<file path="src/hw/rtl/ptt_ram.sv">
`timescale 1ns / 1ps
// ----------------------------------------------------------------------------
// ptt_ram
// Generic single-write, single-read RAM with registered read data.
// ----------------------------------------------------------------------------
module ptt_ram #(
  parameter int WIDTH = 8,
  parameter int DEPTH = 16
) (
  input  logic                                   clk,
  input  logic                                   we,
  input  logic [(DEPTH > 1 ? $clog2(DEPTH) : 1)-1:0] waddr,
  input  logic [WIDTH-1:0]                       wdata,
  input  logic                                   re,
  input  logic [(DEPTH > 1 ? $clog2(DEPTH) : 1)-1:0] raddr,
  output logic [WIDTH-1:0]                       rdata
);

  logic [WIDTH-1:0] mem [DEPTH];
  logic [WIDTH-1:0] rdata_r;

  always_ff @(posedge clk) begin
    if (we) begin
      mem[waddr] <= wdata;
    end
    if (re) begin
      rdata_r <= mem[raddr];
    end
  end

  assign rdata = rdata_r;

endmodule

</file>
<file path="config.mk">
export PLATFORM = sky130hd
export DESIGN_NAME = ptt_ram
export DESIGN_NICKNAME = d
export VERILOG_FILES = /design/src/hw/rtl/ptt_ram.sv
export SDC_FILE = /design/constraint.sdc
export NUM_CORES = 1
export LEC_CHECK = 0
export BUFFER_PORTS_ARGS = -buffer_cell sky130_fd_sc_hd__buf_2
export CAP_MARGIN = 40
export CORE_MARGIN = 1.5
export CORE_UTILIZATION = 60
export CTS_CLUSTER_DIAMETER = 30
export DETAILED_ROUTE_END_ITERATION = 8
export PLACE_DENSITY = 0.78
export SLEW_MARGIN = 15
export SYNTH_ARGS = -nofsm -noshare
export SYNTH_HDL_FRONTEND = slang
export SYNTH_SLANG_ARGS = --single-unit
</file>
<file path="constraint.sdc">
create_clock -name clk -period 2.8 [get_ports clk]
set_input_delay 0.28 -clock clk [delete_from_list [all_inputs] [get_ports clk]]
set_output_delay 0.28 -clock clk [all_outputs]
set_load 0.02 [all_outputs]
</file>
After elaboration in Yosys (flattened, before gate mapping)
Memory sizes are Yosys's and may differ from the RTL's. A register that Yosys moved wholly into a read port is not among the register bits. Index checks and enable logic that the tools add are counted.

Magnitude comparators: 0. Reduce and logical (&&, ||, !) cells: 0. Multiplexer cells: 2. Shifts and indexed selects: 0. Add/sub/neg operators: 0. Equality and inequality tests: 0. Multiply operators: 0. Bitwise logic cells: 0. Div/mod/pow operators: 0.

Operator list (number): $mux W1 (2).

Register bits: 0. ROM bits: 0. Input port bits: 19. Word-level logic and storage cells: 3. Memories kept: 1. Bits in latches: 0. Memory bits (writable): 128. Output and inout bits: 8.

Memory list: mem (words 16, width 8, rd ports 1, clocked after memory_dff 1, write ports 1, line 19) `logic [WIDTH-1:0] mem [DEPTH];`.

Logic depth before layout (Yosys ltp)
Gate-level depths: netlist of the first run.

Word-level depth: 2. Depth in mapped cells: 5. Mapped depth without buffers: 3.

Least setup slack after synthesis of the first run
Ideal clock, no wire load.

Path kind: input-to-reg. From: input port waddr[2] (netlist name). To: memory mem[0][0] (enable). Path buffers: 0. Path slack: 1027 ps. Stages: 2. Arrival: 1390 ps. Data required time: 2417 ps. Setup time: 383 ps. Cell sequence: or3b_2 nor3_1.

RTL lines: start, declared (line 12) `input logic [(DEPTH > 1 ? $clog2(DEPTH) : 1)-1:0] waddr,`; end, declared (line 19).

Straight into the memory's write port.

==> results of run 1 <==
[cell usage after synthesis, types with 2 or more instances]
library cell     instances  area [µm²]
nand2b_1                 2        12.5
buf_6                    3        33.8
nor3_1                   4        20.0
edfxtp_1               136        4080
mux4_1                  14         368
a22oi_1                 16         120
nor2_1                  13        48.8
nand3b_1                 2        15.0
clkdlybuf4s25_2          3        30.0
mux4_2                  18         405
nand2_1                  9        33.8
buf_2                    3        15.0
[flip-flops by register name, summed over array words and instances (netlist names)]
register  cells
rdata         8
mem         128
[logic make-up (layout without fill, tap and decap cells)]
family	after synthesis	after routing	share of synthesized area (%)
AOI/OAI and AO/OA	16	16	2.30
buffers and inverters	10	70	1.65
and+or+nand+nor	35	35	3.14
other	0	1	0
muxes	32	32	14.8
DFF	136	136	78.1
[final timing paths]
| kind | startpoint | cells past startpoint | endpoint | slack (ns) |
|---|---|---|---|---|
| hold / removal | wdata[5] | 1 | mem[0][5] | 0.13 |
| hold reg to reg | mem[8][2] | 3 | rdata[2] | 0.75 |
| setup / recovery | mem[11][6] | 3 | rdata[6] | 1.27 |
| setup reg to reg | mem[11][6] | 3 | rdata[6] | 1.27 |
[placed cells by master (no fill, tap or decap)]
master	synthesis	routed
a22oi_1	16	16
and2_1	1	1
and2b_1	1	1
buf_12	0	1
buf_2	3	26
buf_4	1	12
bufinv_16	0	4
clkbuf_1	0	1
clkbuf_16	0	16
clkbuf_8	0	1
clkinv_1	0	2
clkinv_2	0	1
clkinv_4	0	2
clkinvlp_4	0	4
diode_2	0	1
edfxtp_1	136	136
mux4_1	14	14
mux4_2	18	18
nand2_1	9	9
nand2b_1	2	2
nand3_1	1	1
nand3b_1	2	2
nor2_1	13	13
nor2b_1	1	1
nor3_1	4	4
or3b_2	1	1
[power by group through the flow]
stage          registers [µW]  logic, µW  clock network, µW
2_1_floorplan            2360        116                  0
3_3_place_gp             2350        204                  0
3_5_place_dp             2350        210                  0
4_1_cts                  2310        214               2250
5_1_grt                  2310        230               2350
6_report                 2310        213               2240
[through the flow]
stage | setup WS, ns | cells | utilization, %
after floorplan | 1.03 | 229 | -
after global placement | 0.915 | 359 | 65.7
after detailed placement | 0.907 | 362 | 66.0
after CTS | 1.29 | 393 | 73.2
after global routing | 1.21 | 394 | 73.3
final | 1.27 | 395 | 73.3
[layer usage]
metal / vias to the layer above / GRT usage, % / routed length [µm]
met2: 117 / 39.8 / 5260
met5: - / 0 / 0
met3: 19 / 6.95 / 674
met4: 0 / 10.9 / 197
li1: 1079 / - / -
met1: 1288 / 33.6 / 4120
[worst max-delay path, cell delays in order, from the launching register on]
cell	delay, ns
edfxtp_1	0.37
mux4_2	0.48
a22oi_1	0.28
nand2_1	0.14
[cell type report]
| cell class | count | area (µm²) | share of cell area, % |
|---|---|---|---|
| clock inverters | 13 | 180 | 2.95 |
| repair buffers | 39 | 240 | 3.93 |
| diodes | 1 | 2.50 | 0.0409 |
| flip-flops and latches | 136 | 4080 | 66.8 |
| multi-input cells | 83 | 1060 | 17.3 |
| clock buffers | 18 | 418 | 6.84 |
| well taps | 105 | 131 | 2.15 |
==> results.tsv, run 1 <==
stage	metric	value	unit
run_status	status	finished clean	
logic_synthesis	syn_inst	229	
sta	worstMarginPinSlew	0.828	ns
detailed_routing	postRouteAntennaNets	0	
global_route	grt_pass1_vias	2520	
cells_and_area	num-fill-cells	458	
sta	min_period	1.53	ns
worst_setup_path	critical_path_required	3.06	ns
power_and_ir_drop	ir_drop	0.543	mV
logic_synthesis	yosys_warnings	0	
power_and_ir_drop	p_per_area	779	nW/µm²
power_and_ir_drop	p_seq_share	48.5	%
placement	gp_congestion	0.714	
detailed_routing	drc_errors	0	
global_route	antenna_found_initial	1	
worst_setup_path	crit_path_end_kind	flip-flop	
floorplanning	die_y	96.3	µm
sta	fin_tns_setup	0	ns
logic_synthesis	synth_edf_count	136	
power_and_ir_drop	combPwrFrac	4.5	%
worst_setup_path	startpoint_type	flip-flop	
sta	hold_ws	0.131	ns
clock_network	cts_buffer_depth	2	
detailed_routing	dr.pass1.iters	4	
logic_synthesis	ys_seq_area_share	78.1	%
cells_and_area	fin_area	6110	µm²
sta	max_freq	653	MHz
clock_network	cts_buffers	17	
placement	dpl_cell_area	5510	µm²
clock_network	clock_latency	0.53	ns
cells_and_area	area_growth	16.9	%
clock_network	clk_pin_slew	0.06	ns
power_and_ir_drop	power_leakage	0.00206	µW
power_and_ir_drop	p_int	3810	µW
floorplanning	start_util	62.7	%
detailed_routing	totalWireLength	10200	µm
global_route	grt_pass1_wl	15200	µm
min_path	hold_class	primary input to flip-flop	
logic_synthesis	async_reset_ff_share	0	%
sta	slew_violations	0	
global_route	grt_overflow	0	
clock_network	cts_tree	done	
sta	post-route-period-util	54.7	%
floorplanning	coreArea	8340	µm²
worst_setup_path	critPathArrivalTime	1.79	ns
run	maxCapViolations	0	
detailed_routing	num_vias	2503	
sta	setup_viol	0	
cells_and_area	drive_gt1_share	29.8	%
placement	dpl.hpwl	5840	µm
logic_synthesis	syn-cell-area	5230	µm²
detailed_routing	drtIter0Drc	214	
cells_and_area	final_nets	296	
clock_network	clock-sinks	136	
logic_synthesis	ys.flop_type	edfxtp_1	
sta	finalClockSkew	0.0249	ns
sta	finalHoldViolCount	0	
detailed_routing	wire_per_inst	25.9	µm
logic_synthesis	synth_fp_nets	248	
logic_synthesis	syn_area_per_cell	22.8	µm²
floorplanning	ioPinCount	27	
clock_network	htreeDepth	4	
worst_setup_path	criticalPathCategory	flip-flop to flip-flop	
sta	slew_headroom	44.6	%
clock_network	cts_hold_buf	0	
placement	portBuffers	26	
power_and_ir_drop	totalPowerFinal	4760	µW
logic_synthesis	synthDistinctLibCells	18	
worst_setup_path	path_max_fanout	1	
sta	rsz0062_at_grt	false	
detailed_routing	vias_per_cell	6.34	
floorplanning	rows	33	
power_and_ir_drop	p_sw	948	µW
logic_synthesis	ys_ff_latch	136	
clock_network	cts_root_buffer	clkbuf_8	
power_and_ir_drop	swShare	19.9	%
floorplanning	die_area	9280	µm²
clock_network	cts_setup_buffers	0	
clock_network	cts_resized	0	
global_route	grt_max_degree	33	
power_and_ir_drop	pwr-share-clk	47.0	%
floorplanning	die_w	96.3	µm
global_route	grtUsageTotal	25.3	%
No activity file was read; power rests on OpenSTA's default activity.
==> run 2, diff against run 1 <==
--- a/config.mk
+++ b/config.mk
@@ -5,13 +5,14 @@
 export SDC_FILE = /design/constraint.sdc
 export NUM_CORES = 1
 export LEC_CHECK = 0
+export ABC_AREA = 1
 export BUFFER_PORTS_ARGS = -buffer_cell sky130_fd_sc_hd__buf_2
 export CAP_MARGIN = 40
 export CORE_MARGIN = 1.5
-export CORE_UTILIZATION = 60
+export CORE_UTILIZATION = 55
 export CTS_CLUSTER_DIAMETER = 30
 export DETAILED_ROUTE_END_ITERATION = 8
-export PLACE_DENSITY = 0.78
+export PLACE_DENSITY = 0.75
 export SLEW_MARGIN = 15
 export SYNTH_ARGS = -nofsm -noshare
 export SYNTH_HDL_FRONTEND = slang
==> constraint.sdc (replaced) <==
create_clock -name clk -period 1.38 [get_ports clk]
set_input_delay 0.138 -clock clk [delete_from_list [all_inputs] [get_ports clk]]
set_output_delay 0.138 -clock clk [all_outputs]
set_load 0.02 [all_outputs]
==> run 2 against run 1 <==
Against the previous run:
- setup slack worse by 1.1 ns
- sequential power grew 100%
- final area rose by 12%
- synthesized area rose by 12%
- critical path depth decreased by 2
- global-route usage down 0.86 points
- register-to-register slack lost 1.0 ns
- combinational power grew to 2.8 times the previous value
- clock-buffer cell count up 1
- sequential cell count unchanged
- utilization is 7.2 points lower
- critical path type is now flip-flop to primary output
- highest routed layer unchanged
==> results.tsv, run 2 <==
stage	metric	value	unit	change
sta	slew_violations	0		unchanged
global_route	met1_usage	31.8	%	was 33.6%
placement	portBuffers	26		unchanged
logic_synthesis	synth_edf_count	136		unchanged
detailed_routing	wire_per_inst	16.9	µm	was 25.9 µm
detailed_routing	vias_per_cell	5.20		was 6.34
floorplanning	coreArea	10300	µm²	was 8340 µm²
logic_synthesis	ys_top_cells_by_area	edfxtp_1, nand2_1, nand3_1, inv_1, buf_6		was edfxtp_1, mux4_2, mux4_1, a22oi_1, nor2_1
logic_synthesis	synth_common_cells	nand2_1, edfxtp_1, inv_1		was edfxtp_1, mux4_2, a22oi_1
logic_synthesis	ys_ff_latch	136		unchanged
cells_and_area	largest-register	mem		unchanged
global_route	grt.busiest_layer	met2		unchanged
sta	min_period	1.24	ns	
cells_and_area	drive_gt1_share	13.3	%	was 29.8%
detailed_routing	totalWireLength	12600	µm	was 10200 µm
global_route	antenna_found_initial	0		was 1
logic_synthesis	yosysMostFrequentCell	nand2_1		was edfxtp_1
global_route	grtUsageTotal	24.4	%	was 25.3%
global_route	grt_pass1_wl	19900	µm	was 15200 µm
logic_synthesis	netlist.area_leader.share	69.8	%	was 78.1%
detailed_routing	drc_errors	0		unchanged
detailed_routing	postRouteAntennaNets	0		unchanged
cells_and_area	antenna_cells	0		was 1
worst_setup_path	crit_path_end_kind	primary output		was flip-flop
sta	slew_headroom	59.5	%	was 44.6%
cells_and_area	final_common_cell	nand2_1		was edfxtp_1
clock_network	htreeDepth	4		unchanged
global_route	grt_use_met3	5.95	%	was 6.95%
power_and_ir_drop	power_leakage	0.00297	µW	was 0.00206 µW
sta	setup_viol	0		unchanged
worst_setup_path	criticalPathCategory	flip-flop to primary output		was flip-flop to flip-flop
sta	rsz0062_at_grt	false		unchanged
floorplanning	ioPinCount	27		unchanged
sta	finalHoldViolCount	0		unchanged
cells_and_area	largest_reg_flops	128		unchanged
global_route	grt_pass1_vias	3855		was 2520
clock_network	clk_pin_slew	0.06	ns	about the same
floorplanning	die_w	106	µm	was 96.3 µm
logic_synthesis	synthDistinctLibCells	11		was 18
sta	finalClockSkew	0.00888	ns	was 0.0249 ns
worst_setup_path	max_stage_delay	0.40	ns	was 0.48 ns
sta	final.setup.worst_slack	0.144	ns	was 1.27 ns
worst_setup_path	rrSetupSlack	0.22	ns	was 1.27 ns
clock_network	cts_tree	done		unchanged
clock_network	cts_setup_buffers	0		unchanged
worst_setup_path	startpoint_type	flip-flop		unchanged
detailed_routing	dr.pass1.iters	5		was 4
cells_and_area	num-fill-cells	777		was 458
power_and_ir_drop	totalPowerFinal	9860	µW	was 4760 µW
floorplanning	start_util	56.6	%	was 62.7%
clock_network	clock_latency	0.52	ns	was 0.53 ns
worst_setup_path	cpLargestDelayFamily	flip-flops		was multiplexers
logic_synthesis	syn-cell-area	5850	µm²	was 5230 µm²
sta	worstMarginPinSlew	0.606	ns	was 0.828 ns
clock_network	cts_root_buffer	clkbuf_8		unchanged
detailed_routing	num_vias	3878		was 2503
sta	post-route-period-util	89.5	%	
worst_setup_path	path_cells	buf_2		was mux4_2, a22oi_1, nand2_1
logic_synthesis	syn_area_per_cell	10.6	µm²	was 22.8 µm²
power_and_ir_drop	p_per_area	1450	nW/µm²	was 779 nW/µm²
worst_setup_path	critPathArrivalTime	1.10	ns	was 1.79 ns
logic_synthesis	synth_fp_nets	570		was 248
floorplanning	die_area	11300	µm²	was 9280 µm²
logic_synthesis	ys.flop_type	edfxtp_1		unchanged
floorplanning	die_y	106	µm	was 96.3 µm
logic_synthesis	yosys_warnings	0		unchanged
clock_network	cts_buffer_depth	2		unchanged
run	maxCapViolations	0		unchanged
detailed_routing	drtIter0Drc	285		was 214
worst_setup_path	critical_path_required	1.24	ns	was 3.06 ns
logic_synthesis	async_reset_ff_share	0	%	unchanged
worst_setup_path	path_max_fanout	1		unchanged
worst_setup_path	slowest_stage	edfxtp_1		was mux4_2
clock_network	cts_buffers	17		unchanged
cells_and_area	final_cell_mix	nand2_1, edfxtp_1, inv_1		was edfxtp_1, buf_2, mux4_2
placement	gp_congestion	0.835		was 0.714
worst_setup_path	crit_buf_inv	1		was 0
clock_network	clock-sinks	136		unchanged
global_route	use_met2	40.6	%	was 39.8%
min_path	hold_class	primary input to flip-flop		unchanged
logic_synthesis	ys_seq_area_share	69.8	%	was 78.1%
logic_synthesis	yosysTopAreaCell	edfxtp_1		unchanged
floorplanning	rows	37		was 33
global_route	grt_overflow	0		unchanged
power_and_ir_drop	ir_drop	0.856	mV	was 0.543 mV
sta	fin_tns_setup	0	ns	unchanged
run_status	status	finished clean		unchanged
sta	max_freq	809	MHz	
global_route	grt_max_degree	34		was 33
logic_synthesis	syn_inst	551		was 229
cells_and_area	area_growth	16.6	%	was 16.9%
placement	pre_cts_ws	-0.0179	ns	was 0.907 ns
cells_and_area	final_nets	616		was 296
placement	dpl.hpwl	7710	µm	was 5840 µm
run 2: worst paths after layout:
path,from,to,depth (start not counted)
min reg2reg,mem[2][1],rdata[1],6
max,rdata[1],rdata[1],1
max reg2reg,mem[5][4],rdata[4],6
min,wdata[7],mem[2][7],1
run 2: layout make-up:
class                   instances  area [µm²]  area share [%]
flip-flops and latches        136        4080            59.9
multi-input cells             289        1210            17.8
clock buffers                  19         422            6.18
inverters                     102         383            5.61
repair buffers                 51         370            5.43
clock inverters                13         178            2.61
well taps                     136         170            2.49
run 2: kinds of logic after synthesis:
family | share of synthesized area, %
and+or+nand+nor | 20.8
buffers and inverters | 9.39
DFF | 69.8
run 2: through the flow:
step | cells | cell area [µm²] | utilization [%] | hold slack, ns
2_1_floorplan | 551 | 5850 | - | 0.237
3_3_place_gp | 713 | 6210 | 60.2 | 0.505
3_5_place_dp | 713 | 6210 | 60.2 | 0.507
4_1_cts | 746 | 6820 | 66.1 | 0.0171
5_1_grt | 746 | 6820 | 66.1 | 0.0202
6_report | 746 | 6820 | 66.1 | 0.0271
run 2: report_power, final:
part | switching, µW | total (µW) | internal, µW
combinational | 415 | 595 | 180
clock | 1660 | 4590 | 2920
sequential | 24.2 | 4680 | 4650
run 2: timing repair:
action,in CTS,in global routing
gates resized for setup,0,0
hold buffers,1,0
endpoints found under the hold margin,8,0
run 2: routing by layer:
| layer | wire (µm) | up-vias |
|---|---|---|
| met4 | 158 | 0 |
| met3 | 865 | 15 |
| met5 | 0 | - |
| met2 | 6470 | 151 |
| li1 | - | 1879 |
| met1 | 5120 | 1833 |
==> run 3, diff against run 2 <==
--- a/config.mk
+++ b/config.mk
@@ -7,12 +7,12 @@
 export LEC_CHECK = 0
 export ABC_AREA = 1
 export BUFFER_PORTS_ARGS = -buffer_cell sky130_fd_sc_hd__buf_2
-export CAP_MARGIN = 40
 export CORE_MARGIN = 1.5
-export CORE_UTILIZATION = 55
+export CORE_UTILIZATION = 57
+export CTS_BUF_LIST = sky130_fd_sc_hd__clkbuf_2
 export CTS_CLUSTER_DIAMETER = 30
 export DETAILED_ROUTE_END_ITERATION = 8
-export PLACE_DENSITY = 0.75
+export PLACE_DENSITY = 0.78
 export SLEW_MARGIN = 15
 export SYNTH_ARGS = -nofsm -noshare
 export SYNTH_HDL_FRONTEND = slang
==> run 3 against run 2 <==
Against the previous run:
- the flow now finishes with violations (setup timing)
- wire length fell by 0.13%
- cell count increased by 0.27%
- setup slack lost 0.23 ns
- global-route usage rose by 0.44 points
- clock skew up 0.0072 ns
- non-clock buffer count increased by 8
- final area decreased by 4.6%
- clock power is 59% lower
- combinational power rose by 5.9%
- via count increased by 0.52%
- first-iteration DRC count grew 51%
- sequential cell count unchanged
- largest cell class unchanged
- highest routed layer unchanged
==> results.tsv, run 3 (synthesized netlist as in run 2, its figures left out) <==
stage	metric	value	unit	change
sta	finalHoldViolCount	0		unchanged
placement	gp_congestion	0.905		was 0.835
worst_setup_path	crit_path_end_kind	primary output		unchanged
detailed_routing	wire_per_inst	16.8	µm	was 16.9 µm
cells_and_area	utilization	66.0	%	was 66.1%
placement	dpl.hpwl	7950	µm	was 7710 µm
worst_setup_path	path_max_fanout	1		unchanged
worst_setup_path	max_stage_delay	0.47	ns	was 0.40 ns
power_and_ir_drop	ir_drop	0.562	mV	was 0.856 mV
floorplanning	rows	36		was 37
sta	slew_headroom	62.1	%	was 59.5%
detailed_routing	num_vias	3898		was 3878
min_path	hold_class	primary input to flip-flop		unchanged
placement	portBuffers	26		unchanged
sta	worstMarginPinSlew	0.568	ns	was 0.606 ns
clock_network	clock_latency	0.69	ns	was 0.52 ns
floorplanning	die_area	10900	µm²	was 11300 µm²
worst_setup_path	criticalPathCategory	flip-flop to primary output		unchanged
run_status	status	finished with violations		was finished clean
global_route	grt_pass1_wl	19600	µm	was 19900 µm
detailed_routing	totalWireLength	12600	µm	about the same
cells_and_area	largest-register	mem		unchanged
clock_network	cts_setup_buffers	0		unchanged
worst_setup_path	startpoint_type	flip-flop		unchanged
cells_and_area	antenna_cells	0		unchanged
floorplanning	die_w	104	µm	was 106 µm
sta	post-route-period-util	107	%	was 89.5%
global_route	grt_pass1_vias	3610		was 3855
sta	min_period	1.47	ns	was 1.24 ns
sta	finalClockSkew	0.0161	ns	was 0.00888 ns
global_route	grt_overflow	0		unchanged
global_route	grt_max_degree	65		was 34
cells_and_area	final_common_cell	nand2_1		unchanged
clock_network	cts_buffers	17		unchanged
worst_setup_path	slowest_stage	edfxtp_1		unchanged
floorplanning	coreArea	9860	µm²	was 10300 µm²
sta	slew_violations	0		unchanged
run	maxCapViolations	0		unchanged
cells_and_area	final_nets	624		was 616
clock_network	cts_root_buffer	clkbuf_2		was clkbuf_8
sta	setup_viol	8		was 0
clock_network	htreeDepth	4		unchanged
sta	max_freq	680	MHz	was 809 MHz
run_status	violations	setup timing		
placement	pre_cts_ws	0.0283	ns	was -0.0179 ns
cells_and_area	final_cell_mix	nand2_1, edfxtp_1, inv_1		unchanged
clock_network	clock-sinks	136		unchanged
power_and_ir_drop	p_per_area	1100	nW/µm²	was 1450 nW/µm²
worst_setup_path	crit_buf_inv	1		unchanged
floorplanning	ioPinCount	27		unchanged
detailed_routing	drc_errors	0		unchanged
detailed_routing	drtIter0Drc	430		was 285
sta	final.setup.worst_slack	-0.0898	ns	was 0.144 ns
worst_setup_path	critical_path_required	1.24	ns	about the same
sta	rsz0062_at_grt	true		was false
detailed_routing	dr.pass1.iters	5		unchanged
cells_and_area	largest_reg_flops	128		unchanged
clock_network	cts_buffer_depth	2		unchanged
clock_network	clk_pin_slew	0.16	ns	was 0.06 ns
global_route	grtUsageTotal	24.9	%	was 24.4%
power_and_ir_drop	totalPowerFinal	7170	µW	was 9860 µW
worst_setup_path	critPathArrivalTime	1.33	ns	was 1.10 ns
detailed_routing	vias_per_cell	5.21		was 5.20
cells_and_area	drive_gt1_share	12.2	%	was 13.3%
floorplanning	die_y	104	µm	was 106 µm
clock_network	cts_tree	done		unchanged
worst_setup_path	cpLargestDelayFamily	flip-flops		unchanged
global_route	antenna_found_initial	0		unchanged
cells_and_area	area_growth	11.3	%	was 16.6%
power_and_ir_drop	power_leakage	0.00284	µW	was 0.00297 µW
floorplanning	start_util	59.3	%	was 56.6%
detailed_routing	postRouteAntennaNets	0		unchanged
worst_setup_path	path_cells	buf_6		was buf_2
==> run 3: cell count changes in the layout (fill, tap and decap cells not counted), sizes merged <==
cell / previous run / this run
dlygate4sd3: 1 / 10
bufinv: 4 / 1
clkbuf: 19 / 21
buf: 50 / 49
clkinvlp: 1 / 0
inv: 103 / 102
==> run 3: path summary, 6_finish.rpt <==
check	slack [ns]	from	end	depth (start not counted)
max	-0.09	rdata[2]	rdata[2]	1
min	0.05	raddr[2]	rdata[4]	6
max reg2reg	0.22	mem[7][0]	rdata[0]	6
min reg2reg	0.80	mem[13][5]	rdata[5]	6
==> run 3: metal layers <==
metal  up-vias  wire length (µm)  GRT usage [%]
met1      1808              5440           34.9
met5         -                 0              0
met4         0               344           11.6
met2       178              5960           36.2
li1       1886                 -              -
met3        26               846           6.89
==> run 3: final cells by class <==
cell class	instances	area, µm²
Timing Repair Buffer	59	497
Inverter	102	383
Tap cell	133	166
Clock inverter	8	58.8
Fill cell	739	3360
Clock buffer	21	105
Multi-Input combinational cell	289	1210
Sequential cell	136	4080
==> run 3: through the flow <==
step / instances / hold slack, ns / cell area, µm² / setup TNS (ns)
6_report: 748 / 0.0458 / 6510 / -0.485
5_1_grt: 748 / 0.00539 / 6510 / -1.15
2_1_floorplan: 551 / 0.237 / 5850 / 0
3_3_place_gp: 709 / 0.508 / 6200 / 0
3_5_place_dp: 709 / 0.512 / 6200 / 0
4_1_cts: 748 / 0.0188 / 6500 / -0.675
==> run 3: power by group <==
part	internal [µW]	switching, µW
Sequential	4650	33.5
Clock	614	1250
Combinational	214	416
==> run 3: timing repair <==
action,4_1_cts,5_1_grt
hold endpoints to repair,144,0
pin swaps,0,0
setup endpoints to repair,8,8
hold buffers,10,0
resized for setup,12,2
gates cloned,0,0
